==> src/rtl/sst_pkg.sv <==
package sst_pkg;

    localparam int LINE_BITS     = 16;
    localparam int LENGTH_BITS   = 16;
    localparam int KEYWORD_CHARS = 8;
    localparam int MAX_RESULTS   = 4;
    localparam int Q_DEPTH       = 4;
    localparam int Q_AW          = $clog2(Q_DEPTH);

    localparam logic [1:0] REC_TOKEN   = 2'd0;
    localparam logic [1:0] REC_CONTENT = 2'd1;
    localparam logic [1:0] REC_ERROR   = 2'd2;

    typedef struct packed {
        logic [1:0]  rtype;
        logic [5:0]  kind;
        logic [15:0] line;
        logic [15:0] col;
        logic [15:0] len;
        logic [7:0]  cbyte;
        logic [3:0]  code;
    } rec_t;

    typedef struct packed {
        rec_t [MAX_RESULTS-1:0] rec;
        logic [2:0]             n;
    } grp_t;

    typedef struct packed {
        logic not_empty;
        logic full;
    } q_stat_t;

endpackage

==> src/rtl/sst_front.sv <==
module sst_front (
    input  logic           clk,
    input  logic           rst_n,
    input  logic           in_valid,
    output logic           in_stall,
    input  logic [7:0]     in_byte,
    input  sst_pkg::q_stat_t q_stat,
    output logic           push,
    output sst_pkg::grp_t  push_grp
);
    import sst_pkg::*;

    typedef enum logic [3:0] {
        M_START, M_HELD, M_COMMENT, M_IDENT, M_INT, M_DOT, M_FRAC, M_EXP,
        M_EXPSIGN, M_EXPDIG, M_STR, M_ESC, M_HEX1, M_HEX2, M_UBRACE, M_UHEX
    } mode_t;

    typedef enum logic [1:0] {GO_ADV, GO_AGAIN, GO_STOP} go_t;

    localparam logic [3:0] E_BADCHAR = 4'd0;
    localparam logic [3:0] E_UNTERM  = 4'd3;
    localparam logic [3:0] E_ESC     = 4'd4;
    localparam logic [3:0] E_HEX     = 4'd5;
    localparam logic [3:0] E_HEXBIG  = 4'd6;
    localparam logic [3:0] E_BRACE   = 4'd7;
    localparam logic [3:0] E_UHEX    = 4'd8;
    localparam logic [3:0] E_OVF     = 4'd9;

    localparam logic [5:0] K_EOF    = 6'd0;
    localparam logic [5:0] K_NUMBER = 6'd33;
    localparam logic [5:0] K_STRING = 6'd34;
    localparam logic [5:0] K_KW0    = 6'd35;
    localparam logic [5:0] K_IDENT  = 6'd50;

    localparam logic [LINE_BITS-1:0]   LMAX = '1;
    localparam logic [LENGTH_BITS-1:0] NMAX = '1;

    typedef struct packed {
        mode_t                  mode;
        logic [LINE_BITS-1:0]   line;
        logic [LINE_BITS-1:0]   col;
        logic [LINE_BITS-1:0]   sline;
        logic [LINE_BITS-1:0]   scol;
        logic [LENGTH_BITS-1:0] rlen;
        logic [7:0]             held;
        logic [8*KEYWORD_CHARS-1:0] kw;
        logic [23:0]            acc;
        logic                   ovf;
        logic                   halted;
    } scan_st_t;

    localparam scan_st_t ST_RESET = '{
        mode:   M_START,
        line:   LINE_BITS'(1),
        col:    LINE_BITS'(1),
        sline:  LINE_BITS'(1),
        scol:   LINE_BITS'(1),
        rlen:   '0,
        held:   '0,
        kw:     '0,
        acc:    '0,
        ovf:    1'b0,
        halted: 1'b0
    };

    typedef struct packed {
        scan_st_t s;
        go_t      go;
        logic     emit;
        rec_t     rec;
        logic     utf;
    } pass_t;

    function automatic logic [LINE_BITS-1:0] inc_pos(input logic [LINE_BITS-1:0] v);
        return (v == LMAX) ? LMAX : v + 1'b1;
    endfunction

    function automatic logic [LENGTH_BITS-1:0] inc_len(input logic [LENGTH_BITS-1:0] v);
        return (v == NMAX) ? NMAX : v + 1'b1;
    endfunction

    function automatic logic is_digit(input logic [7:0] c);
        return c >= "0" && c <= "9";
    endfunction

    function automatic logic is_alpha(input logic [7:0] c);
        return (c >= "a" && c <= "z") || (c >= "A" && c <= "Z");
    endfunction

    function automatic logic [4:0] hex_val(input logic [7:0] c);
        logic [4:0] r;
        r = 5'd0;
        if (is_digit(c))                r = {1'b1, 4'(c - 8'h30)};
        else if (c >= "a" && c <= "f")  r = {1'b1, 4'(c - 8'h57)};
        else if (c >= "A" && c <= "F")  r = {1'b1, 4'(c - 8'h37)};
        return r;
    endfunction

    // found bit, then index into the two-character operator list
    function automatic logic [4:0] op_index(input logic [7:0] c);
        logic [4:0] r;
        unique case (c)
            "|":     r = {1'b1, 4'd0};
            "&":     r = {1'b1, 4'd1};
            "=":     r = {1'b1, 4'd2};
            "!":     r = {1'b1, 4'd3};
            ">":     r = {1'b1, 4'd4};
            "<":     r = {1'b1, 4'd5};
            ".":     r = {1'b1, 4'd6};
            "+":     r = {1'b1, 4'd7};
            "-":     r = {1'b1, 4'd8};
            "*":     r = {1'b1, 4'd9};
            "/":     r = {1'b1, 4'd10};
            "%":     r = {1'b1, 4'd11};
            default: r = 5'd0;
        endcase
        return r;
    endfunction

    function automatic logic [7:0] op_second(input logic [3:0] i);
        logic [7:0] r;
        unique case (i)
            4'd0:    r = "|";
            4'd1:    r = "&";
            4'd6:    r = ".";
            default: r = "=";
        endcase
        return r;
    endfunction

    // two-character kinds: 10 and 11, then odd kinds from 13
    function automatic logic [5:0] pair_kind(input logic [3:0] i);
        return (i < 4'd2) ? 6'd10 + {2'd0, i} : 6'd9 + {1'b0, i, 1'b0};
    endfunction

    // one-character operator kinds are even from 12
    function automatic logic [5:0] single_op_kind(input logic [3:0] i);
        return 6'd10 + {1'b0, i, 1'b0};
    endfunction

    function automatic logic [5:0] single_kind(input logic [7:0] c);
        logic [5:0] r;
        unique case (c)
            ",":     r = 6'd1;
            ":":     r = 6'd2;
            ";":     r = 6'd3;
            "(":     r = 6'd4;
            ")":     r = 6'd5;
            "[":     r = 6'd6;
            "]":     r = 6'd7;
            "{":     r = 6'd8;
            "}":     r = 6'd9;
            default: r = 6'd0;
        endcase
        return r;
    endfunction

    function automatic logic [63:0] kw_text(input logic [3:0] i);
        logic [63:0] r;
        unique case (i)
            4'd0:    r = 64'("break");
            4'd1:    r = 64'("continue");
            4'd2:    r = 64'("do");
            4'd3:    r = 64'("else");
            4'd4:    r = 64'("false");
            4'd5:    r = 64'("fn");
            4'd6:    r = 64'("if");
            4'd7:    r = 64'("inout");
            4'd8:    r = 64'("let");
            4'd9:    r = 64'("loop");
            4'd10:   r = 64'("nil");
            4'd11:   r = 64'("return");
            4'd12:   r = 64'("true");
            4'd13:   r = 64'("while");
            default: r = 64'("yield");
        endcase
        return r;
    endfunction

    function automatic logic [3:0] kw_len(input logic [3:0] i);
        logic [3:0] r;
        unique case (i)
            4'd1:                      r = 4'd8;
            4'd2, 4'd5, 4'd6:          r = 4'd2;
            4'd8, 4'd10:               r = 4'd3;
            4'd3, 4'd9, 4'd12:         r = 4'd4;
            4'd11:                     r = 4'd6;
            default:                   r = 4'd5;
        endcase
        return r;
    endfunction

    function automatic logic [5:0] kw_kind(input logic [63:0] kw,
                                           input logic [LENGTH_BITS-1:0] len);
        logic [5:0] r;
        r = K_IDENT;
        for (int i = 14; i >= 0; i--) begin
            if (len == LENGTH_BITS'(kw_len(4'(i))) && kw == kw_text(4'(i)))
                r = K_KW0 + 6'(i);
        end
        return r;
    endfunction

    function automatic rec_t mk_tok(input logic [5:0] kind, input logic [LINE_BITS-1:0] ln,
                                    input logic [LINE_BITS-1:0] cl,
                                    input logic [LENGTH_BITS-1:0] len);
        rec_t r;
        r       = '0;
        r.rtype = REC_TOKEN;
        r.kind  = kind;
        r.line  = 16'(ln);
        r.col   = 16'(cl);
        r.len   = 16'(len);
        return r;
    endfunction

    function automatic pass_t fail(input pass_t p, input logic [7:0] c, input logic [3:0] code,
                                   input logic [LINE_BITS-1:0] ln,
                                   input logic [LINE_BITS-1:0] cl);
        pass_t q;
        q          = p;
        q.emit     = 1'b1;
        q.rec      = '0;
        q.rec.rtype = REC_ERROR;
        q.rec.line = 16'(ln);
        q.rec.col  = 16'(cl);
        q.rec.code = code;
        q.go       = GO_STOP;
        if (c == 8'h00) begin
            q.s.mode   = M_START;
            q.s.line   = LINE_BITS'(1);
            q.s.col    = LINE_BITS'(1);
            q.s.halted = 1'b0;
        end else begin
            q.s.halted = 1'b1;
        end
        return q;
    endfunction

    function automatic pass_t content(input pass_t p, input logic [7:0] b);
        pass_t q;
        q           = p;
        q.emit      = 1'b1;
        q.rec       = '0;
        q.rec.rtype = REC_CONTENT;
        q.rec.cbyte = b;
        q.s.rlen    = inc_len(p.s.rlen);
        return q;
    endfunction

    function automatic logic [3:0] char_code(input logic [7:0] c);
        logic [3:0] r;
        if (c == 8'h00)      r = 4'd1;
        else if (c == 8'h0a) r = 4'd2;
        else                 r = E_BADCHAR;
        return r;
    endfunction

    function automatic pass_t scan_pass(input scan_st_t s, input logic [7:0] c);
        pass_t            p;
        logic [4:0]       oi;
        logic [4:0]       oc;
        logic [4:0]       h;
        logic [7:0]       hx;
        logic [LINE_BITS:0] sc;
        p      = '0;
        p.s    = s;
        p.go   = GO_ADV;
        h      = hex_val(c);
        oi     = op_index(s.held);
        oc     = op_index(c);
        hx     = {s.acc[3:0], h[3:0]};
        sc     = '0;
        unique case (s.mode)
            M_START: begin
                if (c == 8'h00) begin
                    p.emit     = 1'b1;
                    p.rec      = mk_tok(K_EOF, s.line, s.col, LENGTH_BITS'(1));
                    p.s.mode   = M_START;
                    p.s.line   = LINE_BITS'(1);
                    p.s.col    = LINE_BITS'(1);
                    p.s.halted = 1'b0;
                    p.go       = GO_STOP;
                end else if (c == " " || (c >= 8'h09 && c <= 8'h0d)) begin
                    p.go = GO_ADV;
                end else if (single_kind(c) != 6'd0) begin
                    p.emit = 1'b1;
                    p.rec  = mk_tok(single_kind(c), s.line, s.col, LENGTH_BITS'(1));
                end else if (oc[4] || is_digit(c) || c == "\"" ||
                             is_alpha(c) || c == "_") begin
                    p.s.sline = s.line;
                    p.s.scol  = s.col;
                    p.s.rlen  = LENGTH_BITS'(1);
                    if (oc[4]) begin
                        p.s.mode = M_HELD;
                        p.s.held = c;
                    end else if (is_digit(c)) begin
                        p.s.mode = M_INT;
                    end else if (c == "\"") begin
                        p.s.mode = M_STR;
                        p.s.rlen = '0;
                    end else begin
                        p.s.mode = M_IDENT;
                        p.s.kw   = 64'(c);
                    end
                end else begin
                    p = fail(p, c, E_BADCHAR, s.line, s.col);
                end
            end
            M_HELD: begin
                if (!oi[4]) begin
                    p.s.mode = M_START;
                    p.go     = GO_AGAIN;
                end else if (oi[3:0] == 4'd10 && c == "/") begin
                    p.s.mode = M_COMMENT;
                end else if (op_second(oi[3:0]) == c) begin
                    p.emit   = 1'b1;
                    p.rec    = mk_tok(pair_kind(oi[3:0]), s.sline, s.scol,
                                      LENGTH_BITS'(2));
                    p.s.mode = M_START;
                end else if (oi[3:0] == 4'd0) begin
                    p = fail(p, c, E_BADCHAR, s.sline, s.scol);
                end else begin
                    p.emit   = 1'b1;
                    p.rec    = mk_tok(single_op_kind(oi[3:0]), s.sline, s.scol,
                                      LENGTH_BITS'(1));
                    p.s.mode = M_START;
                    p.go     = GO_AGAIN;
                end
            end
            M_COMMENT: begin
                if (c == 8'h00) begin
                    p.s.mode = M_START;
                    p.go     = GO_AGAIN;
                end else if (c == 8'h0a) begin
                    p.s.mode = M_START;
                end
            end
            M_IDENT: begin
                if (is_alpha(c) || is_digit(c) || c == "_") begin
                    if (s.rlen < LENGTH_BITS'(KEYWORD_CHARS))
                        p.s.kw = {s.kw[8*KEYWORD_CHARS-9:0], c};
                    p.s.rlen = inc_len(s.rlen);
                end else begin
                    p.emit   = 1'b1;
                    p.rec    = mk_tok(kw_kind(s.kw, s.rlen), s.sline, s.scol, s.rlen);
                    p.s.mode = M_START;
                    p.go     = GO_AGAIN;
                end
            end
            M_DOT: begin
                if (is_digit(c)) begin
                    p.s.rlen = inc_len(s.rlen);
                    p.s.mode = M_FRAC;
                end else begin
                    p.emit   = 1'b1;
                    p.rec    = mk_tok(K_NUMBER, s.sline, s.scol, s.rlen - 1'b1);
                    sc       = {1'b0, s.scol} + (LINE_BITS+1)'(s.rlen) - 1'b1;
                    p.s.scol = sc[LINE_BITS] ? LMAX : sc[LINE_BITS-1:0];
                    p.s.rlen = LENGTH_BITS'(1);
                    p.s.held = ".";
                    p.s.mode = M_HELD;
                    p.go     = GO_AGAIN;
                end
            end
            M_EXP, M_EXPSIGN: begin
                if (s.mode == M_EXP && (c == "+" || c == "-")) begin
                    p.s.rlen = inc_len(s.rlen);
                    p.s.mode = M_EXPSIGN;
                end else if (!is_digit(c)) begin
                    p = fail(p, c, char_code(c), s.line, s.col);
                end else begin
                    p.s.rlen = inc_len(s.rlen);
                    p.s.mode = M_EXPDIG;
                end
            end
            M_INT, M_FRAC, M_EXPDIG: begin
                if (is_digit(c)) begin
                    p.s.rlen = inc_len(s.rlen);
                end else if (s.mode == M_INT && c == ".") begin
                    p.s.rlen = inc_len(s.rlen);
                    p.s.mode = M_DOT;
                end else if (s.mode != M_EXPDIG && (c == "e" || c == "E")) begin
                    p.s.rlen = inc_len(s.rlen);
                    p.s.mode = M_EXP;
                end else if (is_alpha(c) || c == "_") begin
                    p = fail(p, c, E_BADCHAR, s.line, s.col);
                end else begin
                    p.emit   = 1'b1;
                    p.rec    = mk_tok(K_NUMBER, s.sline, s.scol, s.rlen);
                    p.s.mode = M_START;
                    p.go     = GO_AGAIN;
                end
            end
            M_STR: begin
                if (c == 8'h00 || c == 8'h0a) begin
                    p = fail(p, c, E_UNTERM, s.line, s.col);
                end else if (c == "\"") begin
                    p.emit   = 1'b1;
                    p.rec    = mk_tok(K_STRING, s.line, s.col, s.rlen);
                    p.s.mode = M_START;
                end else if (c == "\\") begin
                    p.s.mode = M_ESC;
                end else begin
                    p = content(p, c);
                end
            end
            M_ESC: begin
                p.s.mode = M_STR;
                unique case (c)
                    "n":     p = content(p, 8'h0a);
                    "r":     p = content(p, 8'h0d);
                    "t":     p = content(p, 8'h09);
                    "\"":    p = content(p, c);
                    "\\":    p = content(p, c);
                    "0":     p = content(p, 8'h00);
                    "x":     p.s.mode = M_HEX1;
                    "u":     p.s.mode = M_UBRACE;
                    default: p = fail(p, c, E_ESC, s.line, s.col);
                endcase
            end
            M_HEX1: begin
                if (!h[4]) begin
                    p = fail(p, c, E_HEX, s.line, s.col);
                end else begin
                    p.s.acc   = 24'(h[3:0]);
                    p.s.sline = s.line;
                    p.s.scol  = s.col;
                    p.s.mode  = M_HEX2;
                end
            end
            M_HEX2: begin
                if (!h[4]) begin
                    p = fail(p, c, E_HEX, s.sline, s.scol);
                end else begin
                    p.s.acc = 24'(hx);
                    if (hx[7]) begin
                        p = fail(p, c, E_HEXBIG, s.sline, s.scol);
                    end else begin
                        p        = content(p, hx);
                        p.s.mode = M_STR;
                    end
                end
            end
            M_UBRACE: begin
                if (c != "{") begin
                    p = fail(p, c, E_BRACE, s.line, s.col);
                end else begin
                    p.s.acc  = '0;
                    p.s.ovf  = 1'b0;
                    p.s.mode = M_UHEX;
                end
            end
            M_UHEX: begin
                if (c == "}") begin
                    if (s.ovf || s.acc > 24'h10FFFF) begin
                        p = fail(p, c, E_OVF, s.line, s.col);
                    end else begin
                        p.utf    = 1'b1;
                        p.s.mode = M_STR;
                    end
                end else if (!h[4]) begin
                    p = fail(p, c, E_UHEX, s.line, s.col);
                end else begin
                    p.s.acc = {s.acc[19:0], h[3:0]};
                    if ({s.acc[19:0], h[3:0]} > 24'h10FFFF) begin
                        p.s.ovf = 1'b1;
                        p.s.acc = {4'd0, s.acc[15:0], h[3:0]};
                    end
                end
            end
        endcase
        return p;
    endfunction

    scan_st_t           st_reg;
    scan_st_t           st_next;
    pass_t              p1;
    pass_t              p2;
    pass_t              p3;
    pass_t              fin;
    grp_t               grp;
    logic [2:0]         nres;
    logic [20:0]        cp;
    logic [7:0]         ub [4];
    logic [2:0]         ulen;
    logic [LENGTH_BITS:0] lsum;
    logic               accept;

    assign in_stall = q_stat.full;
    assign accept   = in_valid && !in_stall;

    always_comb begin
        p1      = scan_pass(st_reg, in_byte);
        p2      = scan_pass(p1.s, in_byte);
        p3      = scan_pass(p2.s, in_byte);
        grp     = '0;
        nres    = '0;
        cp      = st_reg.acc[20:0];
        ulen    = 3'd1;
        lsum    = '0;
        ub[0]   = '0;
        ub[1]   = '0;
        ub[2]   = '0;
        ub[3]   = '0;
        fin     = p1;
        if (p1.go == GO_AGAIN) begin
            fin = p2;
            if (p2.go == GO_AGAIN)
                fin = p3;
        end
        st_next = fin.s;

        if (p1.utf) begin
            // expand a braced code point to its UTF-8 bytes
            if (cp <= 21'h7F) begin
                ulen  = 3'd1;
                ub[0] = cp[7:0];
            end else if (cp <= 21'h7FF) begin
                ulen  = 3'd2;
                ub[0] = 8'hC0 | {3'd0, cp[10:6]};
                ub[1] = 8'h80 | {2'd0, cp[5:0]};
            end else if (cp <= 21'hFFFF) begin
                ulen  = 3'd3;
                ub[0] = 8'hE0 | {4'd0, cp[15:12]};
                ub[1] = 8'h80 | {2'd0, cp[11:6]};
                ub[2] = 8'h80 | {2'd0, cp[5:0]};
            end else begin
                ulen  = 3'd4;
                ub[0] = 8'hF0 | {5'd0, cp[20:18]};
                ub[1] = 8'h80 | {2'd0, cp[17:12]};
                ub[2] = 8'h80 | {2'd0, cp[11:6]};
                ub[3] = 8'h80 | {2'd0, cp[5:0]};
            end
            for (int i = 0; i < MAX_RESULTS; i++) begin
                grp.rec[i].rtype = REC_CONTENT;
                grp.rec[i].cbyte = ub[i];
            end
            nres = ulen;
            lsum = {1'b0, p1.s.rlen} + (LENGTH_BITS+1)'(ulen);
            st_next.rlen = lsum[LENGTH_BITS] ? NMAX : lsum[LENGTH_BITS-1:0];
        end else begin
            if (p1.emit) begin
                grp.rec[0] = p1.rec;
                nres       = 3'd1;
            end
            if (p1.go == GO_AGAIN && p2.emit) begin
                grp.rec[nres[1:0]] = p2.rec;
                nres               = nres + 3'd1;
            end
            if (p1.go == GO_AGAIN && p2.go == GO_AGAIN && p3.emit) begin
                grp.rec[nres[1:0]] = p3.rec;
                nres               = nres + 3'd1;
            end
        end

        if (fin.go == GO_ADV) begin
            if (in_byte == 8'h0a) begin
                st_next.line = inc_pos(fin.s.line);
                st_next.col  = LINE_BITS'(1);
            end else begin
                st_next.col  = inc_pos(fin.s.col);
            end
        end

        // halted: drop bytes, byte 0 restarts the next source
        if (st_reg.halted) begin
            st_next = st_reg;
            nres    = '0;
            if (in_byte == 8'h00) begin
                st_next.mode   = M_START;
                st_next.line   = LINE_BITS'(1);
                st_next.col    = LINE_BITS'(1);
                st_next.halted = 1'b0;
            end
        end
        grp.n = nres;
    end

    assign push     = accept && (nres != 3'd0);
    assign push_grp = grp;

    always_ff @(posedge clk or negedge rst_n) begin
        if (!rst_n) begin
            st_reg <= ST_RESET;
        end else if (accept) begin
            st_reg <= st_next;
        end
    end

    assert property (@(posedge clk) disable iff (!rst_n)
        (accept && st_reg.halted) |-> !push)
        else $error("result pushed while halted on error");
    assert property (@(posedge clk) disable iff (!rst_n)
        push |-> (grp.n <= 3'(MAX_RESULTS)))
        else $error("result group too large");
    assert property (@(posedge clk) disable iff (!rst_n)
        (accept && in_byte == 8'h00) |=> (st_reg.line == LINE_BITS'(1) || st_reg.halted))
        else $error("line not restarted after end of source");

endmodule

==> src/rtl/sst_queue.sv <==
module sst_queue (
    input  logic              clk,
    input  logic              rst_n,
    input  logic              push,
    input  sst_pkg::grp_t     push_grp,
    input  logic              pop,
    output sst_pkg::q_stat_t  q_stat,
    output sst_pkg::grp_t     head
);
    import sst_pkg::*;

    grp_t            mem [Q_DEPTH];
    logic [Q_AW-1:0] wr_ptr_reg;
    logic [Q_AW-1:0] rd_ptr_reg;
    logic [Q_AW:0]   count_reg;
    logic [Q_AW:0]   count_next;

    assign q_stat.not_empty = (count_reg != '0);
    assign q_stat.full      = (count_reg == (Q_AW+1)'(Q_DEPTH));
    assign head             = mem[rd_ptr_reg];

    always_comb begin
        count_next = count_reg;
        priority if (push && !pop) count_next = count_reg + 1'b1;
        else if (pop && !push)     count_next = count_reg - 1'b1;
        else                       count_next = count_reg;
    end

    always_ff @(posedge clk) begin
        if (push)
            mem[wr_ptr_reg] <= push_grp;
    end

    always_ff @(posedge clk or negedge rst_n) begin
        if (!rst_n) begin
            wr_ptr_reg <= '0;
            rd_ptr_reg <= '0;
            count_reg  <= '0;
        end else begin
            if (push)
                wr_ptr_reg <= wr_ptr_reg + 1'b1;
            if (pop)
                rd_ptr_reg <= rd_ptr_reg + 1'b1;
            count_reg <= count_next;
        end
    end

    assert property (@(posedge clk) disable iff (!rst_n) !(push && q_stat.full))
        else $error("push into full queue");
    assert property (@(posedge clk) disable iff (!rst_n) !(pop && !q_stat.not_empty))
        else $error("pop from empty queue");
    assert property (@(posedge clk) disable iff (!rst_n)
        count_reg <= (Q_AW+1)'(Q_DEPTH))
        else $error("queue count out of range");

endmodule

==> src/rtl/sst_back.sv <==
module sst_back (
    input  logic              clk,
    input  logic              rst_n,
    input  sst_pkg::q_stat_t  q_stat,
    input  sst_pkg::grp_t     head,
    output logic              pop,
    output logic              out_valid,
    input  logic              out_stall,
    output logic [1:0]        record_type,
    output logic [5:0]        token_kind,
    output logic [15:0]       token_line,
    output logic [15:0]       token_column,
    output logic [15:0]       token_length,
    output logic [7:0]        content_byte,
    output logic [3:0]        error_code,
    output logic              last_of_run
);
    import sst_pkg::*;

    logic [1:0] idx_reg;
    rec_t       cur;
    logic       take;

    assign out_valid    = q_stat.not_empty;
    assign cur          = head.rec[idx_reg];
    assign last_of_run  = ({1'b0, idx_reg} == head.n - 3'd1);
    assign take         = out_valid && !out_stall;
    assign pop          = take && last_of_run;

    assign record_type  = cur.rtype;
    assign token_kind   = cur.kind;
    assign token_line   = cur.line;
    assign token_column = cur.col;
    assign token_length = cur.len;
    assign content_byte = cur.cbyte;
    assign error_code   = cur.code;

    always_ff @(posedge clk or negedge rst_n) begin
        if (!rst_n) begin
            idx_reg <= '0;
        end else if (take) begin
            idx_reg <= last_of_run ? 2'd0 : idx_reg + 2'd1;
        end
    end

    assert property (@(posedge clk) disable iff (!rst_n)
        out_valid |-> ({1'b0, idx_reg} < head.n))
        else $error("result index beyond group");
    assert property (@(posedge clk) disable iff (!rst_n)
        !out_valid |-> (idx_reg == 2'd0))
        else $error("result index not cleared while empty");

endmodule

==> src/rtl/script_source_tokenizer.sv <==
// Streaming tokenizer for script source text.
// Input channel: in_valid / in_stall / in_byte, one source byte per item;
// byte 0 ends a source. Output channel: out_valid / out_stall with one
// record per item (token, decoded string byte or error), last_of_run marking
// the final record caused by one input byte.
// The front scanner classifies each byte in the cycle it is accepted and
// pushes the 0 to 4 records it causes as one group into a 4-entry queue.
// The back drains the queue head one record per cycle while out_stall is low.
// Throughput: one byte per cycle while in_stall is low; a byte that causes
// several records holds the output for each of them in turn, and the queue absorbs that until it fills.
// Receiver stall: the head record holds; once the queue is full in_stall
// rises and the scanner holds its state.
// Reset: scanner at start of token, line and column 1, queue empty.
module script_source_tokenizer (
    input  logic        clk,
    input  logic        rst_n,
    input  logic        in_valid,
    output logic        in_stall,
    input  logic [7:0]  in_byte,
    output logic        out_valid,
    input  logic        out_stall,
    output logic [1:0]  record_type,
    output logic [5:0]  token_kind,
    output logic [15:0] token_line,
    output logic [15:0] token_column,
    output logic [15:0] token_length,
    output logic [7:0]  content_byte,
    output logic [3:0]  error_code,
    output logic        last_of_run
);
    import sst_pkg::*;

    q_stat_t q_stat;
    grp_t    push_grp;
    grp_t    head;
    logic    push;
    logic    pop;

    // scan and classify bytes
    sst_front u_front (
        .clk      (clk),
        .rst_n    (rst_n),
        .in_valid (in_valid),
        .in_stall (in_stall),
        .in_byte  (in_byte),
        .q_stat   (q_stat),
        .push     (push),
        .push_grp (push_grp)
    );

    // decouple scanner from output backpressure
    sst_queue u_queue (
        .clk      (clk),
        .rst_n    (rst_n),
        .push     (push),
        .push_grp (push_grp),
        .pop      (pop),
        .q_stat   (q_stat),
        .head     (head)
    );

    // serialize each group into records
    sst_back u_back (
        .clk          (clk),
        .rst_n        (rst_n),
        .q_stat       (q_stat),
        .head         (head),
        .pop          (pop),
        .out_valid    (out_valid),
        .out_stall    (out_stall),
        .record_type  (record_type),
        .token_kind   (token_kind),
        .token_line   (token_line),
        .token_column (token_column),
        .token_length (token_length),
        .content_byte (content_byte),
        .error_code   (error_code),
        .last_of_run  (last_of_run)
    );

endmodule
==> config.mk <==
export PLATFORM = sky130hd
export DESIGN_NAME = script_source_tokenizer
export DESIGN_NICKNAME = d
export VERILOG_FILES = /design/src/rtl/sst_pkg.sv /design/src/rtl/sst_front.sv /design/src/rtl/sst_queue.sv /design/src/rtl/sst_back.sv /design/src/rtl/script_source_tokenizer.sv
export SDC_FILE = /design/constraint.sdc
export NUM_CORES = 2
export LEC_CHECK = 0
export ABC_AREA = 1
export CELL_PAD_IN_SITES_DETAIL_PLACEMENT = 0
export CELL_PAD_IN_SITES_GLOBAL_PLACEMENT = 1
export CORE_MARGIN = 5
export CORE_UTILIZATION = 54
export DETAILED_ROUTE_END_ITERATION = 10
export DONT_BUFFER_PORTS = 1
export PLACE_DENSITY_LB_ADDON = 0.1
export REMOVE_ABC_BUFFERS = 1
export SLEW_MARGIN = 20
export SYNTH_ARGS = -nofsm -noshare
export SYNTH_HDL_FRONTEND = slang
export SYNTH_HIERARCHICAL = 1
export SYNTH_SLANG_ARGS = --single-unit
==> constraint.sdc <==
create_clock -name clk -period 20.3 [get_ports clk]
set_input_delay 4.06 -clock clk [delete_from_list [all_inputs] [get_ports clk]]
set_output_delay 4.06 -clock clk [all_outputs]
set_load 0.005 [all_outputs]
# --- Word-level counts from Yosys, hierarchy flattened ---
# Memory sizes are Yosys's and may differ from the RTL's.
# Cells that the tools add are included.
word_totals:
  register_bits: 191
  latch_bits: 0
  ram_bits: 1100
  rom_bits: 0
  output_inout_bits: 71
  n_memories: 1
classes:
  n_addsub: 35
  n_mul: 0
  n_div: 0
  order_cmp: 30
  eq_ne: 203
  shifts: 0
  mux: 609
  bitwise_logic: 1
  reduce_logical: 118
memory_table:
  columns: ["memory", "depth", "width", "read_ports", "rd_ports_with_merged_regs", "wr", "line", "rtl"]
  rows:
  - ["u_queue.mem", 4, 275, 1, 0, 1, "sst_queue.sv:12", "grp_t mem [Q_DEPTH];"]
ops:
  columns: ["op", "count"]
  rows:
  - ["$mux 64", 88]
  - ["$pmux 250 s6", 3]
  - ["$mux 254", 17]
  - ["$eq 64x64->1", 45]
  - ["$mux 178", 14]
  - ["$pmux 69 s12", 3]
  - ["$mux 250", 9]
  - ["$pmux 64 s10", 3]
  - ["$mux 170", 9]
  - ["$mux 36", 40]
  - ["$pmux 48 s10", 3]
  - ["$mux 73", 18]
  - ["$mux 184", 6]
  - ["$mux 182", 6]
  - ["$pmux 16 s11", 6]
  - ["$mux 70", 12]
  - ["$mux 272", 3]
  - ["$pmux 26 s10", 3]
  - ["$mux 249", 3]
  - ["$mux 180", 4]
  - ["$mux 71", 10]
  - ["$mux 98", 7]
  - ["$mux 16", 39]
  - ["$mux 69", 9]
  - ["other kinds (88)", 636]

# --- Logic depth before layout (Yosys ltp) ---
logic_depth:
  word_depth: 63
  mapped_depth: 68
  ltp_nobuf: 68

# --- By module ---
# The synthesis kept the hierarchy.
by_module_without_submodules:
  columns: ["mod", "instances", "cells_per_inst", "area_per_inst_um2"]
  rows:
  - ["sst_queue", 1, 3258, 44559.0]
  - ["sst_front", 1, 5952, 33032.9]
  - ["sst_back", 1, 418, 2107.0]

# --- Worst setup path after synthesis ---
# Ideal clock, no wire load.
synth_timing:
  kind: "input to register"
  start: "input in_byte[1]"
  end: "memory u_queue/mem[0][0] (netlist bit) (enable)"
  setup_time_ns: 0.626
  arrival_ns: 15.694
  t_required_ns: 19.674
  setup_slack_ns: 3.980
  path_stages: 55
  n_path_buf: 5
  path_cell_list: "inv_1 > clkbuf_1 > ha_1 > buf_2 > nand2_1 > inv_2 > nand2_1 > nand3_2 > inv_1 > nand3_1 > buf_2 > nand3_1 > nand2_1 > clkinv_1 > nand2_1 > nor2_4 > nand3_1 > inv_1 > [19 not listed] > o21bai_1 > nand4_1 > nand2_1 > nand2_1 > nor2_4 > nand2_1 > nand2_1 > inv_2 > nand4_4 > nand3_2 > buf_4 > nand2_1 > nand2_1 > nand2_1 > a21oi_1 > clkbuf_1 > nand2_1 > inv_1"
synth_via:
  elab_chain_cells: 46
  elab_cells_between_ends: 434
synth_lines:
  columns: ["item", "line", "rtl"]
  rows:
  - ["from (decl)", "script_source_tokenizer.sv:19", "input logic [7:0] in_byte,"]
  - ["parallel branches: the longest is 40 deep, another holds $mux 184", null, null]
  - ["$mux 3 *", "sst_front.sv:514", "if (p1.utf) begin"]
  - ["$mux 3 *", "sst_front.sv:567", "if (st_reg.halted) begin"]
  - ["$reduce_bool 3->1 *", "sst_front.sv:580", "assign push = accept && (nres != 3'd0);"]
  - ["$logic_and 1x1->1 *", "sst_front.sv:580", null]
  - ["named net push", "script_source_tokenizer.sv:36", "logic push;"]
  - ["$mux 1 *", "sst_queue.sv:30", "if (push)"]
  - ["$mux 1 (not written as such) *", "sst_queue.sv:31", "mem[wr_ptr_reg] <= push_grp;"]
  - ["to (decl)", "sst_queue.sv:12", null]
# Mark *: on every way through the listed nets, which the timed path passes. The select of a mux whose other input is x is not followed.

# --- Worst setup path in the final report ---
layout_timing:
  start: "input in_byte[1]"
  end: "memory u_queue/mem[0][3] (netlist bit) (enable)"
# The elaborated chain is that of the path after synthesis.

==> results.cfg <==
[hold_path]
hold_class = flop to flop

[floorplanning]
std_cell_rows = 141
die_w_um = 394
ios = 83
fp.dieH_um = 394
core_area_mm2 = 0.147
start_util_pct = 54.1
dieArea_mm2 = 0.155

[sta]
rsz0062_at_grt = false
fmax_ghz = 0.0643
tightest_slew_ns = 1.20
min_period_ns = 15.55
fin_crit_sh_pct = 76.6
setup-violations-final = 0
finalHoldViolations = 0
fin_hold_ws_ns = 0.475
fin_worst_skew_ns = 0.0821
drv_slew = 0
relSlewSlack_pct = 19.9

[place]
dpl.hpwl_mm = 184
globalplace.congestion = 1.03
post-place-cells = 11100
port_buffers = 0

[cts]
cts_resized = 0
cts-htree-levels = 4
worstSkewPairLatency_ns = 0.81
cts.sinks = 1291
ctsRootBufferMaster = clkbuf_16
cts_tree = built
postCtsSetupRepairBufs = 0
cts_buffer_depth = 3
clk_pin_slew_ns = 0.06
cts_buffers = 140
ctsHoldBuffers = 0

[worst_setup_path]
cp-end-kind = flop
worstSetupPathType = input pin to flop
r2r_setup_slack_ns = 7.99
critPathMaxFanout = 115
required_ns = 20.69
crit-reg2reg-launch = u_front/st_reg[95]$_DFFE_PN0P_
rr_endpoint = u_front/st_reg[175]$_DFFE_PN0P_
cp_slowest_cell = a21oi_1
start_kind = input pin
cp-endpoint = u_queue/mem[0][3]$_DFFE_PP_
crit_start = in_byte[1]
ff2ff_path_depth = 65
cpMostUsedCell = nand2_1
crit_path_max_incr_delay_ns = 0.87
cp.arrival_ns = 15.94

[cells_and_area]
num-nets-final = 9449
fin_cells = 11400
final_common_cell = nand2_1
largest_reg_flops = 1100
multi_input_area_mm2 = 0.0332
ff_latch_area_mm2 = 0.0378
nFillCells = 13100
drive_gt1_share_pct = 7.14
area_delta_synth_final_pct = 6.25
final_cell_mix = nand2_1 (2226), inv_1 (1357), edfxtp_1 (1100), nor2_1 (699), o211ai_1 (544)

[synthesis]
yosys.area.top_type = edfxtp_1
synth-edff-count = 1100
yosys-top-cells-area = edfxtp_1 (41%), nand2_1 (10%), inv_1 (6.4%), dfrtp_1 (5.9%), o211ai_1 (5.1%)
ys_warn_count = 6
synth_top_area_share_pct = 41.4
syn_area_per_cell_um2 = 8.28
synthCells = 9628
yosysUniqueCellTypes = 86
synth-main-ff-cell = edfxtp_1
synth-seq-cells = 1291
yosysSeqAreaShare_pct = 47.4
ys_async_sr_fraction_pct = 14.8
syn_area_mm2 = 0.0797

[route]
drc = 0
first_pass_iters = 7
dr.first_iter.drc_count = 8317
routedWlPerCell_um = 24.4
via_per_inst = 6.10
drtAntennaViolNets = 0
dr_total_vias = 69400
wl_mm = 277

[global_routing]
grt_max_degree = 238
grt_pass1_wl_mm = 414
antenna_found_initial = 8
track_usage_pct = 34.7
overflow = 0
grt_pass1_vias = 65400

[flow_run]
maxCapViolCount = 0

[status]
status = complete, no violations
routing by layer:
| layer | up-vias | share of wire, % | GRT usage (%) |
|---|---|---|---|
| li1 | 32100 | - | - |
| met1 | 33200 | 41 | 48.4 |
| met2 | 3512 | 45 | 54.2 |
| met3 | 629 | 9.3 | 6.11 |
| met4 | 6 | 4.3 | 13.7 |
| met5 | - | 0.014 | 0 |
through the flow:
stage	cell area [um2]	setup slack [ns]	utilization [%]	TNS (ns)
floorplan	76400	-7.05	-	-9210.22
global placement	80000	4.74	54.3	0
detailed placement	80000	4.49	54.3	0
CTS	84700	5.27	57.5	0
global route	84700	4.22	57.5	0
finish	84700	4.75	57.5	0
worst min-delay path by stage:
stage	from	cells after the start	endpoint	slack (ns)
6_report	u_queue/count_reg[2]$_DFFE_PN0P_	2	u_queue/count_reg[2]$_DFFE_PN0P_	0.48
5_1_grt	u_queue/count_reg[2]$_DFFE_PN0P_	2	u_queue/count_reg[2]$_DFFE_PN0P_	0.52
4_1_cts	u_queue/count_reg[2]$_DFFE_PN0P_	2	u_queue/count_reg[2]$_DFFE_PN0P_	0.48
3_5_place_dp	u_queue/count_reg[2]$_DFFE_PN0P_	2	u_queue/count_reg[2]$_DFFE_PN0P_	0.46
3_3_place_gp	u_front/st_reg[145]$_DFFE_PN0P_	2	u_front/st_reg[145]$_DFFE_PN0P_	0.48
2_1_floorplan	u_queue/count_reg[2]$_DFFE_PN0P_	2	u_queue/count_reg[2]$_DFFE_PN0P_	0.44
critical path, delay by kind of cell:
family / cells / cell delay, ns
buf+inv: 11 / 2.96
compound gates: 8 / 2.37
xor+xnor: 1 / 0.22
fa+ha+maj: 3 / 0.87
simple gates: 28 / 5.02
layout make-up:
class,count,area share (%)
Clock inverter,78,1.17
Timing Repair Buffer,114,1.19
Multi-Input combinational cell,6310,39.2
Tap cell,1930,2.85
Sequential cell,1291,44.7
Inverter,1462,6.55
Antenna cell,6,0.0177
Clock buffer,180,4.37
cell usage after synthesis (all sizes together), types with 6 or more instances:
master and instances:
o211ai 649, nor2 742, buf 351, a2bb2oi 11
dfrtp 187, a22oi 18, o221ai 34, nor3 145
edfxtp 1100, a32oi 15, clkbuf 276, o22ai 223
o21bai 7, and3 10, xor2 74, o21ai 723
nand2 2254, o2111ai 21, o311ai 6, a211oi 16
or2 15, xnor2 10, nand4 100, nand3 484
o31ai 44, ha 114, nand3b 7, nor4 43
a31oi 63, clkinv 18, a21oi 369, inv 1444
a221oi 7
cells by family (layout without fill, tap and decap cells):
| logic type | count (synthesis) | after routing | synth area share, % |
|---|---|---|---|
| compound gates | 2234 | 2234 | 18.1 |
| fa+ha+maj | 118 | 118 | 1.89 |
| simple gates | 3811 | 3811 | 20.3 |
| flops | 1291 | 1291 | 47.4 |
| xor+xnor | 84 | 84 | 0.923 |
| buf+inv | 2089 | 1834 | 11.3 |
| other cells | 1 | 69 | 0.00471 |
Power is not shown: default switching activity piles up to over one toggle a cycle in this logic, so the estimate is an artifact.
